**config.mk**
```make
export PLATFORM = sky130hd
export DESIGN_NAME = wiegand_frame_receiver
export DESIGN_NICKNAME = d
export VERILOG_FILES = /design/src/rtl/wfr_pkg.sv /design/src/rtl/wiegand_frame_receiver.sv
export SDC_FILE = /design/constraint.sdc
export NUM_CORES = 1
export LEC_CHECK = 0
export BUFFER_PORTS_ARGS = -buffer_cell sky130_fd_sc_hd__buf_2
export CORE_MARGIN = 3
export CORE_UTILIZATION = 60
export DETAILED_ROUTE_END_ITERATION = 10
export PLACE_DENSITY = 0.78
export SLEW_MARGIN = 40
export SYNTH_ARGS = -nofsm -noshare
export SYNTH_HDL_FRONTEND = slang
export SYNTH_SLANG_ARGS = --single-unit
```
**constraint.sdc**
```tcl
create_clock -name clock -period 4.05 [get_ports clock]
set_input_delay 1.0125 -clock clock [delete_from_list [all_inputs] [get_ports clock]]
set_output_delay 1.0125 -clock clock [all_outputs]
set_load 0.05 [all_outputs]
```
**src/rtl/wfr_pkg.sv**
```systemverilog
// ============================================================================
// wfr_pkg
// Shared types and constants of the Wiegand frame receiver.
// ============================================================================
package wfr_pkg;

   // Item kinds on the request channel.
   localparam logic [1:0] ACT_DATA0 = 2'd0;
   localparam logic [1:0] ACT_DATA1 = 2'd1;
   localparam logic [1:0] ACT_TICK  = 2'd2;
   localparam logic [1:0] ACT_READ  = 2'd3;

   localparam int ACTION_W    = 2;
   localparam int LIMIT_W     = 6;
   localparam int BITCOUNT_W  = 9;
   localparam int BYTE_W      = 8;
   localparam int TIMER_W     = 24;
   localparam int RESULT_CAP  = 32;

   localparam logic [TIMER_W-1:0] TIMER_MAX     = '1;
   localparam logic [TIMER_W-1:0] TIMEOUT_RESET = 24'd3000;

   // Register index as decoded from the word offset of the address.
   localparam logic REG_TIMEOUT = 1'b0;

   typedef enum logic [1:0] {
      ST_IDLE,
      ST_PULSE_WR,
      ST_RD_DATA,
      ST_EMPTY
   } state_type;

endpackage

```
**src/rtl/wiegand_frame_receiver.sv**
```systemverilog
// ============================================================================
// wiegand_frame_receiver
// Wiegand card-reader frame receiver with a byte store and idle timer.
// ============================================================================
// D0/D1 pulse words shift one bit into the current byte of the frame store.
// A pulse that stores its bit reads the byte from the store memory and
// writes it back in the next cycle, during which the request side holds
// off. A pulse that finds the store full drops its bit. The first result
// word of a read word passes through the store read register and then the
// output register. For a completed frame the store is then read one byte
// a cycle while rsp_tready stays high, so its results leave at one word
// per cycle, and the request side holds off until the last of them is
// loaded. Otherwise one empty word is returned while the request side
// holds off. Each store entry has a valid bit that reset and frame clearing
// drop at once, so there is no clearing pass after reset. The timeout
// register is written over the CSR port; the user must write it only while
// the block is idle, as the block itself does not enforce this.
module wiegand_frame_receiver #(
   parameter int MAX_BYTES = 32
) (
   input  logic        clock,
   input  logic        reset,
   // Request channel.
   input  logic        req_tvalid,
   output logic        req_tready,
   input  logic [7:0]  req_tdata,   // [5:0] read_limit, [7:6] zero
   input  logic [1:0]  req_tuser,   // [1:0] action
   // Result channel.
   output logic        rsp_tvalid,
   input  logic        rsp_tready,
   output logic [23:0] rsp_tdata,   // [8:0] bit_count, [16:9] data_byte, [23:17] zero
   output logic        rsp_tuser,   // [0] byte_valid
   output logic        rsp_tlast,   // last
   // Configuration port.
   input  logic        csr_psel,
   input  logic        csr_penable,
   input  logic        csr_pwrite,
   input  logic [2:0]  csr_paddr,
   input  logic [31:0] csr_pwdata,
   output logic [31:0] csr_prdata,
   output logic        csr_pready
);

   localparam int IDX_W  = (MAX_BYTES > 1) ? $clog2(MAX_BYTES) : 1;
   localparam int CNT_W  = $clog2(MAX_BYTES * 8 + 1);
   localparam int SLOT_W = CNT_W - 3;
   localparam int CAP    = (MAX_BYTES < wfr_pkg::RESULT_CAP) ? MAX_BYTES
                                                             : wfr_pkg::RESULT_CAP;
   localparam int CW     = ((SLOT_W > wfr_pkg::LIMIT_W) ? SLOT_W : wfr_pkg::LIMIT_W) + 1;
   localparam int LW     = wfr_pkg::LIMIT_W;
   localparam int BW     = wfr_pkg::BYTE_W;
   localparam int TW     = wfr_pkg::TIMER_W;

   // Frame store.
   logic [BW-1:0]        mem [MAX_BYTES];
   logic                 mem_re;
   logic [IDX_W-1:0]     mem_raddr;
   logic                 mem_we;
   logic [BW-1:0]        mem_wdata;
   logic [BW-1:0]        rd_data_ff;
   logic                 rd_vld_ff;
   logic [BW-1:0]        rd_byte;

   wfr_pkg::state_type   state_ff, state_in;
   logic [MAX_BYTES-1:0] valid_ff, valid_in;
   logic [CNT_W-1:0]     bits_ff, bits_in;
   logic [TW-1:0]        idle_ff, idle_in;
   logic [TW-1:0]        timeout_ff;
   logic [IDX_W-1:0]     slot_idx_ff, slot_idx_in;
   logic                 bit_ff, bit_in;
   logic [IDX_W-1:0]     rd_idx_ff, rd_idx_in;
   logic [LW-1:0]        rem_ff, rem_in;
   logic [CNT_W-1:0]     cnt_ff, cnt_in;

   logic                 rsp_valid_ff, rsp_valid_in;
   logic [wfr_pkg::BITCOUNT_W-1:0] rsp_cnt_ff, rsp_cnt_in;
   logic [BW-1:0]        rsp_byte_ff, rsp_byte_in;
   logic                 rsp_bvalid_ff, rsp_bvalid_in;
   logic                 rsp_last_ff, rsp_last_in;

   logic                 req_accept;
   logic                 out_free;
   logic [SLOT_W-1:0]    slot;
   logic                 complete;
   logic [CW-1:0]        slot_x, lim_x, lim_c, n_x;
   logic [LW-1:0]        n_bytes;
   logic                 csr_wr;

   assign csr_pready = 1'b1;
   assign csr_wr     = csr_psel && csr_penable && csr_pwrite && csr_pready;
   assign csr_prdata = (csr_paddr[2] == wfr_pkg::REG_TIMEOUT) ? {8'd0, timeout_ff} : 32'd0;

   assign req_tready = (state_ff == wfr_pkg::ST_IDLE);
   assign req_accept = req_tvalid && req_tready;
   assign out_free   = !rsp_valid_ff || rsp_tready;

   assign rsp_tvalid = rsp_valid_ff;
   assign rsp_tdata  = {7'd0, rsp_byte_ff, rsp_cnt_ff};
   assign rsp_tuser  = rsp_bvalid_ff;
   assign rsp_tlast  = rsp_last_ff;

   assign slot     = bits_ff[CNT_W-1:3];
   assign complete = (bits_ff != '0) && (idle_ff > timeout_ff);
   assign rd_byte  = rd_vld_ff ? rd_data_ff : '0;

   // Bytes to send: through the slot bits_ff points at, capped by limit and store.
   always_comb begin
      slot_x  = CW'(slot);
      lim_x   = CW'(req_tdata[LW-1:0]);
      lim_c   = (lim_x > CW'(CAP)) ? CW'(CAP) : lim_x;
      n_x     = (slot_x >= lim_c) ? lim_c : slot_x + CW'(1);
      n_bytes = n_x[LW-1:0];
   end

   always_comb begin
      state_in      = state_ff;
      valid_in      = valid_ff;
      bits_in       = bits_ff;
      idle_in       = idle_ff;
      slot_idx_in   = slot_idx_ff;
      bit_in        = bit_ff;
      rd_idx_in     = rd_idx_ff;
      rem_in        = rem_ff;
      cnt_in        = cnt_ff;
      rsp_valid_in  = rsp_valid_ff && !rsp_tready;
      rsp_cnt_in    = rsp_cnt_ff;
      rsp_byte_in   = rsp_byte_ff;
      rsp_bvalid_in = rsp_bvalid_ff;
      rsp_last_in   = rsp_last_ff;
      mem_re        = 1'b0;
      mem_raddr     = '0;
      mem_we        = 1'b0;
      mem_wdata     = {rd_byte[BW-2:0], bit_ff};

      case (state_ff)
         wfr_pkg::ST_IDLE: begin
            if (req_accept) begin
               case (req_tuser)
                  wfr_pkg::ACT_DATA0, wfr_pkg::ACT_DATA1: begin
                     idle_in = '0;
                     // A full store drops the bit but still restarts the timer.
                     if (slot < SLOT_W'(MAX_BYTES)) begin
                        mem_re      = 1'b1;
                        mem_raddr   = slot[IDX_W-1:0];
                        slot_idx_in = slot[IDX_W-1:0];
                        bit_in      = req_tuser[0];
                        state_in    = wfr_pkg::ST_PULSE_WR;
                     end
                  end
                  wfr_pkg::ACT_TICK: begin
                     if (idle_ff != wfr_pkg::TIMER_MAX) begin
                        idle_in = idle_ff + TW'(1);
                     end
                  end
                  default: begin
                     cnt_in = complete ? bits_ff : '0;
                     if (complete && (n_bytes != '0)) begin
                        mem_re    = 1'b1;
                        mem_raddr = '0;
                        rd_idx_in = IDX_W'(1);
                        rem_in    = n_bytes;
                        state_in  = wfr_pkg::ST_RD_DATA;
                     end else begin
                        if (complete) begin
                           bits_in  = '0;
                           valid_in = '0;
                        end
                        state_in = wfr_pkg::ST_EMPTY;
                     end
                  end
               endcase
            end
         end
         wfr_pkg::ST_PULSE_WR: begin
            mem_we                = 1'b1;
            valid_in[slot_idx_ff] = 1'b1;
            bits_in               = bits_ff + CNT_W'(1);
            state_in              = wfr_pkg::ST_IDLE;
         end
         wfr_pkg::ST_RD_DATA: begin
            if (out_free) begin
               rsp_valid_in  = 1'b1;
               rsp_cnt_in    = wfr_pkg::BITCOUNT_W'(cnt_ff);
               rsp_byte_in   = rd_byte;
               rsp_bvalid_in = 1'b1;
               rsp_last_in   = (rem_ff == LW'(1));
               if (rem_ff == LW'(1)) begin
                  bits_in  = '0;
                  valid_in = '0;
                  state_in = wfr_pkg::ST_IDLE;
               end else begin
                  mem_re    = 1'b1;
                  mem_raddr = rd_idx_ff;
                  rd_idx_in = rd_idx_ff + IDX_W'(1);
                  rem_in    = rem_ff - LW'(1);
               end
            end
         end
         wfr_pkg::ST_EMPTY: begin
            if (out_free) begin
               rsp_valid_in  = 1'b1;
               rsp_cnt_in    = wfr_pkg::BITCOUNT_W'(cnt_ff);
               rsp_byte_in   = '0;
               rsp_bvalid_in = 1'b0;
               rsp_last_in   = 1'b1;
               state_in      = wfr_pkg::ST_IDLE;
            end
         end
         default: begin
            state_in = wfr_pkg::ST_IDLE;
         end
      endcase
   end

   always_ff @(posedge clock) begin
      if (reset) begin
         state_ff     <= wfr_pkg::ST_IDLE;
         valid_ff     <= '0;
         bits_ff      <= '0;
         idle_ff      <= wfr_pkg::TIMER_MAX;
         timeout_ff   <= wfr_pkg::TIMEOUT_RESET;
         rsp_valid_ff <= 1'b0;
      end else begin
         state_ff     <= state_in;
         valid_ff     <= valid_in;
         bits_ff      <= bits_in;
         idle_ff      <= idle_in;
         rsp_valid_ff <= rsp_valid_in;
         if (csr_wr && (csr_paddr[2] == wfr_pkg::REG_TIMEOUT)) begin
            timeout_ff <= csr_pwdata[TW-1:0];
         end
      end
   end

   always_ff @(posedge clock) begin
      slot_idx_ff   <= slot_idx_in;
      bit_ff        <= bit_in;
      rd_idx_ff     <= rd_idx_in;
      rem_ff        <= rem_in;
      cnt_ff        <= cnt_in;
      rsp_cnt_ff    <= rsp_cnt_in;
      rsp_byte_ff   <= rsp_byte_in;
      rsp_bvalid_ff <= rsp_bvalid_in;
      rsp_last_ff   <= rsp_last_in;
   end

   // Store memory: one read and one write port, registered read data.
   always_ff @(posedge clock) begin
      if (mem_we) begin
         mem[slot_idx_ff] <= mem_wdata;
      end
      if (mem_re) begin
         rd_data_ff <= mem[mem_raddr];
         rd_vld_ff  <= valid_ff[mem_raddr];
      end
   end

endmodule

```
* Yosys cells after proc, flatten, opt, wreduce, memory -nomap -nowiden
Memories as Yosys holds them, arrays and structs flattened. A register that Yosys moved wholly into a read port is not among the register bits.
Cells that the tools add are included.
** Cells by class
- $add $sub $neg :: 5
- Magnitude comparators :: 7
- Equality and inequality tests :: 19
- Multiplexer cells :: 70
- Bitwise operators :: 3
- Reductions and logical operators :: 30
** Operators with widths (count)
- 2-to-1 mux 32 bit :: 6
- one-hot mux 32 bit (3 select lines) :: 1
- 2-to-1 mux 9 bit :: 6
- 2-to-1 mux 5 bit :: 10
- 2-to-1 mux 24 bit :: 2
- one-hot mux 24 bit (2 select lines) :: 1
- 2-to-1 mux 6 bit :: 7
- OR 32 bit :: 1
- one-hot mux 9 bit (3 select lines) :: 1
- adder 24 x 1 -> 24 bit, second input constant :: 1
- greater-than comparator 24 bit :: 1
- 2-to-1 mux 8 bit :: 3
- != test 24 bit, second input constant :: 1
- one-hot mux 5 bit (2 select lines) :: 2
- 2-to-1 mux 1 bit :: 16
- != test 2 bit, second input constant :: 8
- one-hot mux 8 bit (2 select lines) :: 1
- less-than comparator 5 x 6 -> 1 bit, second input constant :: 2
- one-hot mux 6 bit (2 select lines) :: 1
- AND reduction 6 bit :: 2
- 2-to-1 mux 2 bit :: 5
- adder 9 x 1 -> 9 bit, second input constant :: 1
- nonzero test 9 bit :: 1
- logical AND 1 bit :: 8
- other kinds (30) :: 46
** Storage, ports and cells
- Flip-flop bits (word level) :: 138
- Memory bits (writable) :: 256
- Input port bits :: 52
- Output and inout port bits :: 61
- Logic and storage cells :: 151
- Memories kept :: 1
** Memories
- mem :: words 32, width 8, rd ports 1, clocked after memory_dff 1, wr ports 1, RTL line wiegand_frame_receiver.sv:55 : logic [BW-1:0] mem [MAX_BYTES];

* Depth between registers and ports, before layout
- Word-level depth :: 10
- Mapped depth :: 12
- Gate-level depth less buffers :: 10

* Least setup slack after synthesis
No wires, ideal clock.
- Path kind :: input -> register
- From :: input port req_tdata[0]
- To :: register rd_idx_ff[0] (enable)
- Setup time :: 0.383 ns
- Data arrival time :: 3.067 ns
- Required time :: 3.667 ns
- Slack :: 0.600 ns
- Stages on the path :: 8
- Path buffers :: 0
- Cells stage by stage :: nor2b_1 > ha_1 > nand2b_1 > a2111oi_0 > o31ai_1 > mux2_2 > nand3_1 > a21oi_1
** Between the ends
- Word-level cells in the longest chain between the ends :: 8
** Ends and longest elaborated chain
- start: declaration :: RTL line wiegand_frame_receiver.sv:26 : input logic [7:0] req_tdata,
- greater-than comparator 6 bit :: RTL line wiegand_frame_receiver.sv:110 : lim_c = (lim_x > CW'(CAP)) ? CW'(CAP) : lim_x;
- 2-to-1 mux 6 bit * :: RTL line wiegand_frame_receiver.sv:110
- >= comparator 6 bit :: RTL line wiegand_frame_receiver.sv:111 : n_x = (slot_x >= lim_c) ? lim_c : slot_x + CW'(1);
- 2-to-1 mux 6 bit * :: RTL line wiegand_frame_receiver.sv:111
- nonzero test 6 bit * :: RTL line wiegand_frame_receiver.sv:157 : if (complete && (n_bytes != '0)) begin
- logical AND 1 bit * :: RTL line wiegand_frame_receiver.sv:157
- != test 2 x 1 -> 1 bit (no source line) *
- AND reduction 6 bit (no source line) *
- end signal: assignment :: RTL line wiegand_frame_receiver.sv:238 : rd_idx_ff <= rd_idx_in;
- end: declaration :: RTL line wiegand_frame_receiver.sv:71 : logic [IDX_W-1:0] rd_idx_ff, rd_idx_in;
Every way passes the cells marked *; elsewhere a longest branch is shown, timed or not.
A chain may end at the register's enable or synchronous reset.

* Worst setup path in the final report
- From :: register rem_ff[0]
- To :: register rd_data_ff[7] (read register of mem), data pin
** Between the ends
- Word-level cells in the longest chain between the ends :: 4
- Elaborated cells on any way between the ends :: 7
- Classes of those cells :: 1 x eq/ne; 6 x mux
** Ends and longest elaborated chain
- start: declaration :: RTL line wiegand_frame_receiver.sv:72 : logic [LW-1:0] rem_ff, rem_in;
- start signal: assignment :: RTL line wiegand_frame_receiver.sv:239 : rem_ff <= rem_in;
- equality test 6 x 1 -> 1 bit * :: RTL line wiegand_frame_receiver.sv:187 : if (rem_ff == LW'(1)) begin
- 2-to-1 mux 5 bit / 2-to-1 mux 1 bit (equally long branches) :: RTL line wiegand_frame_receiver.sv:187
- 2-to-1 mux 5 bit / 2-to-1 mux 1 bit (equally long branches) :: RTL line wiegand_frame_receiver.sv:181 : if (out_free) begin
- one-hot mux 5 bit (2 select lines) / one-hot mux 1 bit (2 select lines) (equally long branches) :: RTL line wiegand_frame_receiver.sv:135 : case (state_ff)
- end: declaration :: RTL line wiegand_frame_receiver.sv:60 : logic [BW-1:0] rd_data_ff;
Marks and branches as above.

==> flow_summary.ini <==
[status]
status = finished clean

[clock_tree]
post_cts_resized = 0
clk_latency_ps = 540
cts_tree = done
htreeDepth = 2
clock-root-buffer = clkbuf_16
numClockSinks = 402
clock_path_buffers = 3
post_cts_buffers = 0
cts_buffers = 40
clk_pin_slew_ps = 60
ctsHoldBuffers = 0

[power_and_ir_drop]
p_leak_uw = 0.00731
power_density_nw_per_um2 = 442
vdd_ir_drop_max_mv = 0.259

[sta]
fin_skew_ps = 29.2
worstMarginPinSlew_ps = 843
fin_crit_ps = 3380
hold_slack_ps = 394
rsz0062_at_grt = no
relSlewSlack_pct = 43.6
tns_ps = 0
fmax_ghz = 0.296
post-route-period-util_pct = 83.6
setup_viol = 0
final_max_slew_viol_count = 0
hold_violations = 0

[critical_path]
cp_slowest_cell = a2111o_2
end_kind = flip-flop
critical_path_buf_inv_count = 3
cp_common_cell = buf_4
critPathMaxStageDelay_ps = 570
critPathTopFamily = compound AO/OA/AOI/OAI gates
cp_max_fo = 20
crit_type = reg2reg
startpoint_type = flip-flop
critPathRequiredTime_ps = 4380
r2r_setup_slack_ps = 670
crit_chain = ha_1 > nor2b_1 > a2111o_2 > buf_4 > nand2_4 > buf_4 > buf_4 > nand2_1 > a221oi_1 > o21bai_1 > a211oi_2
cp.arrival_ps = 3710

[synth]
synth.cell_area_um2 = 18000
syn_area_per_cell_um2 = 11.5
async_flop_share_pct = 0
synth.distinct_cells = 67
yosysSeqAreaShare_pct = 61.8
synthFlopType = edfxtp_1
synthCells = 1570
synth_warnings = 0
synth_edf_count = 310
ys_ff_latch = 402

[die]
num_rows = 62
ios = 113
die_area_um2 = 32200
initial_core_util_pct = 61.8
fp.dieW_um = 179
dieHeight_um = 179
core_area_um2 = 29200

[routing]
drt_iter0_drc = 1589
viasPerCell = 6.26
drc = 0
avgRoutedWirePerCell_um = 20.5
antenna_left = 0
route.top_layer_used = met4
num_vias = 12900
route.met2.wl_mm = 19.8
m1WireLength_mm = 17.2
drt_wl_total_mm = 42.1
met3_length_mm = 3.67
first_pass_iters = 6

[global_routing]
grt_antenna_before_repair = 0
grt_remaining_overflow = 0
grt_pass1_vias = 12200
grt_first_pass_wirelength_mm = 65.7
track_usage_pct = 26.1
grt_max_degree = 52

[final_layout]
drive_above_1_share_pct = 13.9
layout.nets = 1729
syn_to_final_growth_pct = 11.7
fillers = 2030
num_antenna_cells = 0

[job]
drv_cap = 0

[placement]
hpwl_mm = 27.8
gp_congestion = 0.876
io_buffer_count = 84

[min_path]
min_path_type = reg2reg
[synthesized netlist by cell type (14+ instances only)]
library cell | count | area share [%]
edfxtp_1 | 310 | 52
buf_2 | 36 | 1.0
nor3_1 | 31 | 0.86
nand4_1 | 17 | 0.59
dfxtp_1 | 92 | 10
nand2_1 | 208 | 4.3
mux2i_1 | 26 | 1.4
nor2_1 | 166 | 3.5
nand3_1 | 33 | 0.92
a31oi_1 | 45 | 1.6
a211oi_1 | 47 | 2.0
a21o_1 | 15 | 0.62
and3_1 | 54 | 1.9
a311oi_1 | 38 | 1.8
ha_1 | 37 | 2.6
clkbuf_1 | 57 | 1.2
inv_1 | 40 | 0.83
a221oi_1 | 17 | 0.83
buf_4 | 24 | 1.0
and2_1 | 14 | 0.49
xnor2_1 | 16 | 0.78
a21oi_1 | 70 | 1.9
o21bai_1 | 14 | 0.58
[power breakdown]
part / internal (uW) / total, uW / switching [uW] / leakage [uW]
combinational: 244 / 759 / 514 / 0.00311
sequential: 4530 / 4590 / 63.2 / 0.00358
clock: 2070 / 3560 / 1490 / 0.000615
total: 6840 / 8910 / 2070 / 0.00731
[worst paths after layout]
| check | endpoint | cells after the start | from |
|---|---|---|---|
| worst min-delay path | rsp_cnt_ff[1] | 0 | cnt_ff[1] |
| worst max-delay path | rd_data_ff[7] | 11 | rem_ff[0] |
| worst max register to register | rd_data_ff[7] | 11 | rem_ff[0] |
| worst min register to register | rsp_cnt_ff[1] | 0 | cnt_ff[1] |
[layer usage]
metal / global-route usage [%] / up-vias
met5: 0 / -
met4: 9.83 / 0
met3: 4.70 / 103
met2: 41.4 / 633
met1: 36.5 / 6183
li1: - / 5948
[per-stage QoR]
step / setup WS, ps / util (%) / std cells / power, uW / cell area [um^2]
2_1_floorplan: 600 / - / 1584 / 5210 / 18100
3_3_place_gp: 366 / 64.6 / 1980 / 5400 / 18900
3_5_place_dp: 306 / 64.7 / 1982 / 5430 / 18900
4_1_cts: 706 / 69.0 / 2055 / 8940 / 20100
5_1_grt: 539 / 69.1 / 2055 / 9190 / 20100
6_report: 666 / 69.1 / 2055 / 8910 / 20100
[flip-flops by register name, summed over array words and instances (netlist names), 2 cells and up]
name / count
bits_ff: 9
rem_ff: 6
valid_ff: 32
idle_ff: 24
rd_data_ff: 8
timeout_ff: 24
rsp_cnt_ff: 9
rsp_byte_ff: 8
rd_idx_ff: 5
slot_idx_ff: 5
state_ff: 2
cnt_ff: 9
mem: 256
[cells by family (layout without fill, tap and decap cells)]
logic type,Yosys count,after routing,share of synthesized area (%)
DFF,402,402,61.8
other,2,16,0.0417
xor gates and xnor gates,28,28,1.36
adders and majority gates,37,37,2.57
muxes,27,27,1.51
AOI/OAI and AO/OA,324,324,13.2
buffers and inverters,167,254,4.39
and+or+nand+nor,583,583,15.0
[cells in the final DEF, fill, tap and decap left out, types with 45 or more instances in the layout]
cell / netlist / final
a211oi_1: 47 / 47
a21oi_1: 70 / 70
a31oi_1: 45 / 45
and3_1: 54 / 54
buf_2: 36 / 84
buf_4: 24 / 46
dfxtp_1: 92 / 92
edfxtp_1: 310 / 310
nand2_1: 208 / 208
nor2_1: 166 / 163
[layout make-up]
cell class / count / area, um^2 / share of cell area (%)
clock buffer: 52 / 1080 / 5.35
clock inverter: 21 / 175 / 0.870
inverter: 42 / 158 / 0.783
multi-input combinational: 1015 / 6180 / 30.7
sequential: 402 / 11200 / 55.4
tap: 384 / 480 / 2.38
timing repair buffer: 139 / 928 / 4.61
No activity file was read; power rests on OpenSTA's default activity.
